### src/design/sxf_pkg.sv
package sxf_pkg;

  // screen geometry
  localparam int SCREEN_COLS = 64;
  localparam int SCREEN_ROWS = 32;

  // stored row word, bit 63 is column 0
  localparam int FRAME_W  = 64;
  localparam int SPRITE_W = 8;
  localparam int COL_AW   = $clog2(SCREEN_COLS);
  localparam int ROW_AW   = $clog2(SCREEN_ROWS);
  // origin row plus sprite row offset (offset below 16)
  localparam int YW       = $clog2(SCREEN_ROWS + 16);

  // columns that exist on screen
  localparam logic [FRAME_W-1:0] COL_MASK = ~({FRAME_W{1'b1}} >> SCREEN_COLS);

  // command codes
  localparam logic [1:0] CMD_CLEAR = 2'd0;
  localparam logic [1:0] CMD_DRAW  = 2'd1;
  localparam logic [1:0] CMD_READ  = 2'd2;

  typedef struct packed {
    logic [1:0]          cmd;
    logic [7:0]          origin_x;
    logic [7:0]          origin_y;
    logic [3:0]          row_index;
    logic [SPRITE_W-1:0] sprite_byte;
    logic                last_row;
    logic [4:0]          read_line;
  } sxf_in_t;

  typedef struct packed {
    logic               collision;
    logic [FRAME_W-1:0] line_pixels;
    logic               sprite_done;
  } sxf_out_t;

  // controller to datapath
  typedef struct packed {
    logic capture;
    logic mem_rd;
    logic exec;
  } sxf_cmd_t;

  // datapath to controller
  typedef struct packed {
    logic out_busy;
  } sxf_stat_t;

endpackage

### src/design/sxf_ctrl.sv
module sxf_ctrl (
  input  logic                clk,
  input  logic                rst_n,
  input  logic                in_valid,
  output logic                in_stall,
  input  sxf_pkg::sxf_stat_t  stat,
  output sxf_pkg::sxf_cmd_t   cmd
);
  import sxf_pkg::*;

  typedef enum logic [1:0] {
    S_IDLE,
    S_FETCH,
    S_EXEC
  } state_t;

  state_t state_r;
  logic   in_stall_r;
  logic   accept;

  assign accept   = in_valid && !in_stall_r;
  assign in_stall = in_stall_r;

  assign cmd.capture = accept;
  assign cmd.mem_rd  = (state_r == S_FETCH);
  assign cmd.exec    = (state_r == S_EXEC) && !stat.out_busy;

  always_ff @(posedge clk) begin
    if (!rst_n) begin
      state_r    <= S_IDLE;
      in_stall_r <= 1'b1;
    end else begin
      case (state_r)
        S_IDLE: begin
          if (accept) begin
            state_r    <= S_FETCH;
            in_stall_r <= 1'b1;
          end else begin
            in_stall_r <= 1'b0;
          end
        end
        S_FETCH: begin
          state_r <= S_EXEC;
        end
        S_EXEC: begin
          if (!stat.out_busy) begin
            state_r    <= S_IDLE;
            in_stall_r <= 1'b0;
          end
        end
        default: begin
          state_r    <= S_IDLE;
          in_stall_r <= 1'b0;
        end
      endcase
    end
  end

  a_accept_fetch: assert property (@(posedge clk) disable iff (!rst_n)
    accept |=> (state_r == S_FETCH) && in_stall_r)
    else $error("accepted beat did not start a row fetch");

  a_fetch_exec: assert property (@(posedge clk) disable iff (!rst_n)
    (state_r == S_FETCH) |=> (state_r == S_EXEC))
    else $error("row fetch not followed by execute");

  a_exec_release: assert property (@(posedge clk) disable iff (!rst_n)
    cmd.exec |=> !in_stall_r)
    else $error("input still stalled after execute");

endmodule

### src/design/sxf_dp.sv
module sxf_dp (
  input  logic                clk,
  input  logic                rst_n,
  input  sxf_pkg::sxf_in_t    in_data,
  input  sxf_pkg::sxf_cmd_t   cmd,
  output sxf_pkg::sxf_stat_t  stat,
  input  logic                out_stall,
  output logic                out_valid,
  output sxf_pkg::sxf_out_t   out_data
);
  import sxf_pkg::*;

  sxf_in_t              item_r;
  logic [FRAME_W-1:0]   mem [SCREEN_ROWS];
  logic [FRAME_W-1:0]   rd_data_r;
  logic [SCREEN_ROWS-1:0] row_valid_r;
  logic                 coll_r;
  logic                 coll_nxt;
  logic                 out_valid_r;
  sxf_out_t             out_data_r;
  sxf_out_t             out_data_nxt;

  logic [COL_AW-1:0]    col_x;
  logic [YW-1:0]        y_sum;
  logic [YW-1:0]        line_ext;
  logic                 y_in_range;
  logic                 line_in_range;
  logic [ROW_AW-1:0]    row_addr;
  logic [FRAME_W-1:0]   row_q;
  logic [FRAME_W-1:0]   pat;
  logic                 hit;
  logic                 is_clear;
  logic                 is_draw;
  logic                 is_read;
  logic                 mem_wr;

  always_comb begin
    is_clear      = (item_r.cmd == CMD_CLEAR);
    is_draw       = (item_r.cmd == CMD_DRAW);
    is_read       = (item_r.cmd == CMD_READ);
    // origin wraps: power-of-two screen, so the low bits are the remainder
    col_x         = item_r.origin_x[COL_AW-1:0];
    y_sum         = YW'(item_r.origin_y[ROW_AW-1:0]) + YW'(item_r.row_index);
    y_in_range    = y_sum < YW'(SCREEN_ROWS);
    line_ext      = YW'(item_r.read_line);
    line_in_range = line_ext < YW'(SCREEN_ROWS);
    row_addr      = is_read ? line_ext[ROW_AW-1:0] : y_sum[ROW_AW-1:0];
    // rows never written since the last clear read as blank
    row_q         = row_valid_r[row_addr] ? rd_data_r : '0;
    pat           = ({item_r.sprite_byte, {(FRAME_W-SPRITE_W){1'b0}}} >> col_x) & COL_MASK;
    hit           = |(row_q & pat);
    mem_wr        = cmd.exec && is_draw && y_in_range;

    coll_nxt = coll_r;
    if (is_draw) begin
      coll_nxt = ((item_r.row_index == 4'd0) ? 1'b0 : coll_r) | (y_in_range & hit);
    end

    out_data_nxt.collision   = coll_nxt;
    out_data_nxt.line_pixels = (is_read && line_in_range) ? row_q : '0;
    out_data_nxt.sprite_done = is_draw ? item_r.last_row : 1'b0;
  end

  assign stat.out_busy = out_valid_r && out_stall;
  assign out_valid     = out_valid_r;
  assign out_data      = out_data_r;

  // frame store
  always_ff @(posedge clk) begin
    if (cmd.mem_rd) begin
      rd_data_r <= mem[row_addr];
    end
    if (mem_wr) begin
      mem[row_addr] <= row_q ^ pat;
    end
  end

  always_ff @(posedge clk) begin
    if (cmd.capture) begin
      item_r <= in_data;
    end
    if (cmd.exec) begin
      out_data_r <= out_data_nxt;
    end
  end

  always_ff @(posedge clk) begin
    if (!rst_n) begin
      row_valid_r <= '0;
      coll_r      <= 1'b0;
      out_valid_r <= 1'b0;
    end else begin
      if (cmd.exec && is_clear) begin
        row_valid_r <= '0;
      end else if (mem_wr) begin
        row_valid_r[row_addr] <= 1'b1;
      end
      if (cmd.exec) begin
        coll_r      <= coll_nxt;
        out_valid_r <= 1'b1;
      end else if (!out_stall) begin
        out_valid_r <= 1'b0;
      end
    end
  end

  a_clear_blanks: assert property (@(posedge clk) disable iff (!rst_n)
    (cmd.exec && is_clear) |=> (row_valid_r == '0))
    else $error("clear left rows marked as written");

  a_offscreen_first_row: assert property (@(posedge clk) disable iff (!rst_n)
    (cmd.exec && is_draw && !y_in_range && (item_r.row_index == 4'd0)) |=> !coll_r)
    else $error("collision not cleared on first sprite row");

  a_no_overwrite: assert property (@(posedge clk) disable iff (!rst_n)
    stat.out_busy |-> !cmd.exec)
    else $error("result register overwritten while stalled");

endmodule

### src/design/sprite_xor_framebuffer.sv
// sequence: the accepting edge registers the beat, the row fetch follows, then xor and
//   write back raise out_valid; the execute step waits while out_valid is held by out_stall
// input: a new beat is accepted only once the previous one has executed (row read-modify-write)
// reset: synchronous active-low rst_n; in_stall is high in reset and the cycle after;
//   the frame reads as all pixels off straight away (per-row written bits cleared in reset)
//   and the collision flag is zero
module sprite_xor_framebuffer (
  input  logic              clk,
  input  logic              rst_n,
  input  logic              in_valid,
  output logic              in_stall,
  input  sxf_pkg::sxf_in_t  in_data,
  output logic              out_valid,
  input  logic              out_stall,
  output sxf_pkg::sxf_out_t out_data
);
  import sxf_pkg::*;

  // command and status between the sequencer and the row datapath
  sxf_cmd_t  cmd;
  sxf_stat_t stat;

  // sequencer: idle, fetch the addressed row, then execute into the output register
  sxf_ctrl u_ctrl (
    .clk      (clk),
    .rst_n    (rst_n),
    .in_valid (in_valid),
    .in_stall (in_stall),
    .stat     (stat),
    .cmd      (cmd)
  );

  // datapath: item register, frame store, xor pattern, collision flag, output beat
  sxf_dp u_dp (
    .clk       (clk),
    .rst_n     (rst_n),
    .in_data   (in_data),
    .cmd       (cmd),
    .stat      (stat),
    .out_stall (out_stall),
    .out_valid (out_valid),
    .out_data  (out_data)
  );

endmodule
### config.mk
export PLATFORM = sky130hd
export DESIGN_NAME = sprite_xor_framebuffer
export DESIGN_NICKNAME = d
export VERILOG_FILES = /design/src/design/sxf_pkg.sv /design/src/design/sxf_ctrl.sv /design/src/design/sxf_dp.sv /design/src/design/sprite_xor_framebuffer.sv
export SDC_FILE = /design/constraint.sdc
export NUM_CORES = 2
export LEC_CHECK = 0
export ABC_CLOCK_PERIOD_IN_PS = 18400
export BUFFER_PORTS_ARGS = -buffer_cell sky130_fd_sc_hd__buf_2
export CAP_MARGIN = 20
export CORE_MARGIN = 2
export CORE_UTILIZATION = 52
export CTS_CLUSTER_DIAMETER = 80
export DETAILED_ROUTE_END_ITERATION = 6
export PLACE_DENSITY = 0.73
export SYNTH_ARGS = -nofsm -noshare
export SYNTH_HDL_FRONTEND = slang
export SYNTH_SLANG_ARGS = --single-unit
### constraint.sdc
create_clock -name clk -period 18.4 [get_ports clk]
set_input_delay 2.76 -clock clk [delete_from_list [all_inputs] [get_ports clk]]
set_output_delay 2.76 -clock clk [all_outputs]
set_load 0.02 [all_outputs]
==> After elaboration in Yosys (flattened, before gate mapping) <==
Memory sizes are Yosys's and may differ from the RTL's. A register that Yosys moved wholly into a read port is not among the register bits.
Cells that the tools add are included.
W data, S select, Z words.
{ "word_totals": {"ram_bits": 2048, "word_cells": 69, "memories": 1, "reg_bits": 134, "output_inout_bits": 68} }
{ "classes": {"mux": 18, "bitwise": 7, "n_addsub": 1, "n_lt_le_gt_ge": 3, "n_reduce_logical": 16, "shifts": 1, "eq_ne": 7} }
{ "memory_table": {"columns": ["name", "depth", "word_bits", "rd", "rd_clocked_by_memory_dff", "write_ports", "line", "source"], "rows": [
  ["u_dp.mem", 32, 64, 1, 1, 1, "sxf_dp.sv:14", "logic [FRAME_W-1:0] mem [SCREEN_ROWS];"]
]} }
{ "ops": {"columns": ["operator", "count"], "rows": [
  ["$and A64 B64 Y64", 1],
  ["$mux W64", 1],
  ["$reduce_or A64 Y1", 1],
  ["$shr A64 B6 Y64", 1],
  ["$xor A64 B64 Y64", 1],
  ["$or A32 B32 Y32", 1],
  ["$mux W1", 10],
  ["$logic_and A1 B1 Y1", 7],
  ["$add A5 B4 Y6", 1],
  ["$lt A5 B6 Y1 const B", 1],
  ["$lt A6 B6 Y1 const B", 1],
  ["$pmux W2 S3", 1],
  ["$bmux W1 S5", 1],
  ["$demux W1 S5", 1],
  ["$ge A5 B1 Y1 const B", 1],
  ["$mux W5", 1],
  ["$eq A2 B1 Y1 const B", 2],
  ["$eq A2 B2 Y1 const B", 2],
  ["$logic_not A2 Y1", 2],
  ["$logic_not A4 Y1", 1],
  ["$mux W2", 2],
  ["$ne A2 B1 Y1 const B", 2],
  ["$reduce_and A2 Y1", 2],
  ["$pmux W1 S3", 1],
  ["other kinds (6)", 8]
]} }

==> Logic depth before layout (Yosys ltp) <==
{ "logic_depth": {"depth_word": 10, "ltp_mapped": 20, "ltp_nobuf": 16} }

==> Cells and area by module <==
Synthesis repeated with hierarchy kept, for this count alone.
{ "unflattened": {"hier_cells": 4566, "hier_area_um2": 83458.8} }
{ "modules_own_cells": {"columns": ["module", "seq_area_each_um2", "area_per_inst_um2", "n_inst", "cells_each"], "rows": [
  ["sxf_dp", 67014.3, 83298.6, 1, 4551],
  ["sxf_ctrl", 60.1, 160.2, 1, 15]
]} }

==> Worst setup path after synthesis <==
No wires, ideal clock.
{ "synth_path": {"kind": "input to register", "start": "input port out_stall", "end": "memory u_dp.mem[10][0], enable pin", "required_ns": 17.913, "arrival_time_ns": 10.035, "n_path_buf": 0, "cell_stages": 3, "slack_ns": 7.878, "setup_ns": 0.487, "path_cell_list": "a21oi_1 nand3_1 nor2_1"} }
{ "synth_via": {"elab_chain_cells": 7} }
{ "synth_rtl": {"columns": ["element", "line", "source"], "rows": [
  ["from (decl)", "sprite_xor_framebuffer.sv:14", "input logic out_stall,"],
  ["$logic_and A1 B1 Y1", "sxf_dp.sv:64", "assign stat.out_busy = out_valid_r && out_stall;"],
  ["$logic_not A1 Y1", "sxf_ctrl.sv:26", "assign cmd.exec = (state_r == S_EXEC) && !stat.out_busy;"],
  ["$logic_and A1 B1 Y1", "sxf_ctrl.sv:26", null],
  ["$logic_and A1 B1 Y1 (2 in series)", "sxf_dp.sv:52", "mem_wr = cmd.exec && is_draw && y_in_range;"],
  ["$mux W1", "sxf_dp.sv:73", "if (mem_wr) begin"],
  ["$mux W1 (implied by the code)", "sxf_dp.sv:74", "mem[row_addr] <= row_q ^ pat;"],
  ["to (decl)", "sxf_dp.sv:14", null]
]} }
No other way between the ends.

==> Worst setup path in the final report <==
{ "layout_path": {"start": "register u_dp.item_r[14] (netlist bit)", "end": "register u_dp.coll_r"} }
{ "layout_via": {"elab_chain_cells": 10} }
{ "layout_rtl": {"columns": ["element", "line", "source"], "rows": [
  ["from (decl)", "sxf_dp.sv:13", "sxf_in_t item_r;"],
  ["from (signal assigned)", "sxf_dp.sv:80", "item_r <= in_data;"],
  ["$add A5 B4 Y6", "sxf_dp.sv:43", "y_sum = YW'(item_r.origin_y[ROW_AW-1:0]) + YW'(item_r.row_index);"],
  ["$mux W5", "sxf_dp.sv:47", "row_addr = is_read ? line_ext[ROW_AW-1:0] : y_sum[ROW_AW-1:0];"],
  ["$bmux W1 S5", "sxf_dp.sv:49", "row_q = row_valid_r[row_addr] ? rd_data_r : '0;"],
  ["$mux W1 (implied by the code)", "sxf_dp.sv:49", null],
  ["$mux W64", "sxf_dp.sv:49", null],
  ["named net u_dp.row_q[27]", "sxf_dp.sv:29", "logic [FRAME_W-1:0] row_q;"],
  ["$and A64 B64 Y64", "sxf_dp.sv:51", "hit = |(row_q & pat);"],
  ["$reduce_or A64 Y1", "sxf_dp.sv:51", null],
  ["$and A1 B1 Y1", "sxf_dp.sv:56", "coll_nxt = ((item_r.row_index == 4'd0) ? 1'b0 : coll_r) | (y_in_range & hit);"],
  ["$or A1 B1 Y1", "sxf_dp.sv:56", null],
  ["$mux W1", "sxf_dp.sv:55", "if (is_draw) begin"],
  ["named net u_dp.coll_nxt", "sxf_dp.sv:18", "logic coll_nxt;"],
  ["to (signal assigned)", "sxf_dp.sv:99", "coll_r <= coll_nxt;"],
  ["to (decl)", "sxf_dp.sv:17", "logic coll_r;"]
]} }
The timed path passes the listed nets, and every way through them passes these cells. The select of a mux whose other input is x is not followed.
A chain may end at the register's enable or synchronous reset.

==> results.txt <==
post-synthesis cell type count = 64
Vias = 48100
Synth Register Bits = 2246
Yosys top cell by area = edfxtp_1
Clk pin slew, worst setup/hold paths = 0.06 ns
largest net degree at the start of global routing = 153
DR pass1 iterations = 7
gpl congestion = 0.863
fin crit share = 38.8%
clock period minus final worst setup slack = 7.15 ns
clk_lat worst skew = 0.87 ns
DR vias/cell = 6.96
Flop pwr share = 52.9%
# IOs = 108
clk_skew = 0.0426 ns
Routed WL = 227000 um
most frequent cell after synthesis = edfxtp_1
average routed wire per standard cell = 32.8 um
Worst path max stage delay = 0.78 ns
post-synthesis simple-gate area fraction = 3.01%
Cells after Synth = 4536
global-route wire length before repair = 323000 um
ys flop type = edfxtp_1
nets = 4758
Compound-Gate Fraction of Synth Area = 13.7%
Mapped Area = 83400 um2
final setup TNS = 0 ns
Syn Nets = 4645
syn_area_per_cell = 18.4 um2
Initial Utilization = 52.5%
Yosys warning count = 0
layout cell share with drive strength beyond 1 = 12.2%
largest family of logic cells by synthesized area = compound AO/OA/AOI/OAI gates
Seq/Total Area, Yosys = 80.5%
asr flop ratio synth = 0%
Setup crit end kind = flip-flop
TritonCTS buffer count = 213
internal power = 8.52 mW
hold path cells = 1
Area Growth Syn to Fin = 11.9%
post-CTS resize count = 0
CTS H-Tree Depth = 4
final slew viol count = 0
drt drc = 29
Clock Path Buffers = 3
Critical Path AT = 7.91 ns
CP top delay family = simple AND/OR/NAND/NOR gates
Setup Fix Bufs, Post-CTS = 0
Die Height = 404 um
Final Util = 58.8%
buffers and inverters on the worst path = 3
violated checks = design-rule violations
CTS tree = done
most used cell, CP = buf_4
WP data required = 19.16 ns
Post-Layout Cell Count = 6911
FF-to-FF Start = u_dp.item_r[14]
Final setup viols = 0
Global Route Usage Sum = 27.4%
share of total power in the clock network = 38.3%
reg-to-reg endpoint = u_dp.coll_r
RSZ-0062 raised after global routing = no
full die area = 164000 um2
register-to-register setup slack = 11.25 ns
ANT nets after route = 0
min-delay src = u_dp.row_valid_r[11]
post-synthesis mux area share = 0.218%
FP Rows = 146
Gate power share = 8.8%
Adder-Cell Fraction of Synth Area = 1.04%
max cap viols = 0
Net Sw Frac = 23.5%
Port Buffer Count = 102
Worst Max-Slew Pin Slew = 1.25 ns
clock root buffer = clkbuf_16
CTS Hold Bufs = 0
Clock Sinks = 2246
Hold Fails Final Rpt = 0
vias in the first global route = 46100
number of flops mapped to enable cells by yosys = 2209
Pleak = 30.3 nW
HP Class = reg2reg
Setup Crit Path Kind = reg2reg
Fmax = 0.140 GHz
antenna violations before repair = 7
core area = 159000 um2
worst setup margin = 11.25 ns
Place WS = 10.63 ns
area share of the largest cell type after synthesis = 79.6%
total grt overflow = 0
worst-path fanout max = 77
CP max stage cell = or4_1
DP Cell Count = 6505
status = complete, but fails checks
hold worst-path end = u_dp.row_valid_r[11]
initial DRC count = 7729
Max-slew headroom = 16.5%
Reg2Reg Depth = 19
Net Sw Power = 2.61 mW
Synth top cells by count = edfxtp_1, a22o_1, a221oi_1
VDD IR max = 0.100 mV
Die Wd = 404 um
DP HPWL = 114000 um
crit path launch type = flip-flop
cells along the critical path = ha_1, fa_1, xnor2_1, and2_1, o21bai_4, buf_4, nor3_1, a211oi_1, nor4_4, buf_4, buf_4, and2_1, ha_1, nor4_1, nand4_1, or4_1, a22o_1, nor3b_1, nor2_1
XOR/XNOR Fraction of Synth Area = 0.0105%
synth top area cells = edfxtp_1, a22o_1, a221oi_1
final hold slack = 0.468 ns
pwr dens = 119 nW/um2
## cells by family (layout without fill, tap and decap cells)
| family | after synthesis | count (layout) |
|---|---|---|
| AND/OR/NAND/NOR | 449 | 449 |
| flip-flops | 2246 | 2246 |
| XOR/XNOR | 1 | 1 |
| AO/OA/AOI/OAI | 1425 | 1425 |
| buffers and inverters | 329 | 625 |
| other | 0 | 7 |
| multiplexers | 17 | 17 |
| adder cells (fa/ha/maj) | 69 | 69 |
## layout make-up
type | count | area [um2]
sequential | 2246 | 67100
fill | 11100 | 65500
multi-input combinational | 1961 | 15400
clock buffer | 265 | 5590
tap | 2072 | 2590
timing repair buffer | 222 | 1450
clock inverter | 133 | 1180
inverter | 5 | 18.8
antenna | 7 | 17.5
## how the worst max path moves through the flow
stage                    startpoint  cells past startpoint  slack [ns]               end
finish              u_dp.item_r[14]                     19       11.25       u_dp.coll_r
global route        u_dp.item_r[14]                     19       11.05       u_dp.coll_r
CTS                 u_dp.item_r[14]                     18       11.09       u_dp.coll_r
detailed placement        out_stall                      6       10.63  u_dp.mem[25][43]
global placement          out_stall                      6       10.58  u_dp.mem[12][21]
floorplan                 out_stall                      3        7.88   u_dp.mem[10][0]
## power groups by stage
| stage | clock [mW] | combinational [mW] | sequential (mW) |
|---|---|---|---|
| 5_1_grt | 4.47 | 1.06 | 5.89 |
| 2_1_floorplan | 0 | 0.640 | 5.98 |
| 6_report | 4.26 | 0.983 | 5.89 |
| 3_3_place_gp | 0 | 0.931 | 5.99 |
| 4_1_cts | 4.28 | 0.967 | 5.88 |
| 3_5_place_dp | 0 | 0.961 | 5.99 |
## state kept, by name (all words and copies together) (netlist names)
signal	count
u_dp.row_valid_r	32
u_ctrl.in_stall	1
u_dp.rd_data_r	64
u_dp.col_x	6
u_dp.coll_r	1
u_ctrl.state_r	2
u_dp.out_data	66
u_dp.mem	2048
u_dp.out_valid	1
u_dp.item_r	25
## per-stage QoR
stage	power (mW)	instance area, um2
after floorplan	6.62	83400
after global placement	6.92	86500
final	11.1	93300
after global routing	11.4	93300
after detailed placement	6.95	86500
after CTS	11.1	93300
## placed cells by master (no fill, tap or decap), types with 15 or more instances in the layout
master,instances
clkinv_2,40
o22ai_1,238
dfxtp_1,37
and3_1,67
nor2_1,66
bufinv_16,15
o21a_1,35
a221oi_1,433
nor2_4,32
a22o_1,439
clkinv_1,58
clkbuf_16,215
nand2_1,49
buf_4,116
nand3_1,28
buf_2,103
a22oi_1,157
a21oi_1,43
clkbuf_1,43
edfxtp_1,2209
and2_1,67
nor4_1,18
ha_1,68
or4_1,59
o211ai_1,22
## routing by layer
layer / routed length (um) / part of all wire (%) / GRT usage (%) / up-vias
met5: 47 / 0.021 / 0 / -
met4: 9160 / 4.0 / 10.6 / 6
met3: 29600 / 13 / 6.77 / 545
met2: 104000 / 46 / 41.3 / 3620
met1: 84000 / 37 / 38.7 / 24300
li1: - / - / - / 19600
Power figures use the tool's default switching activity.
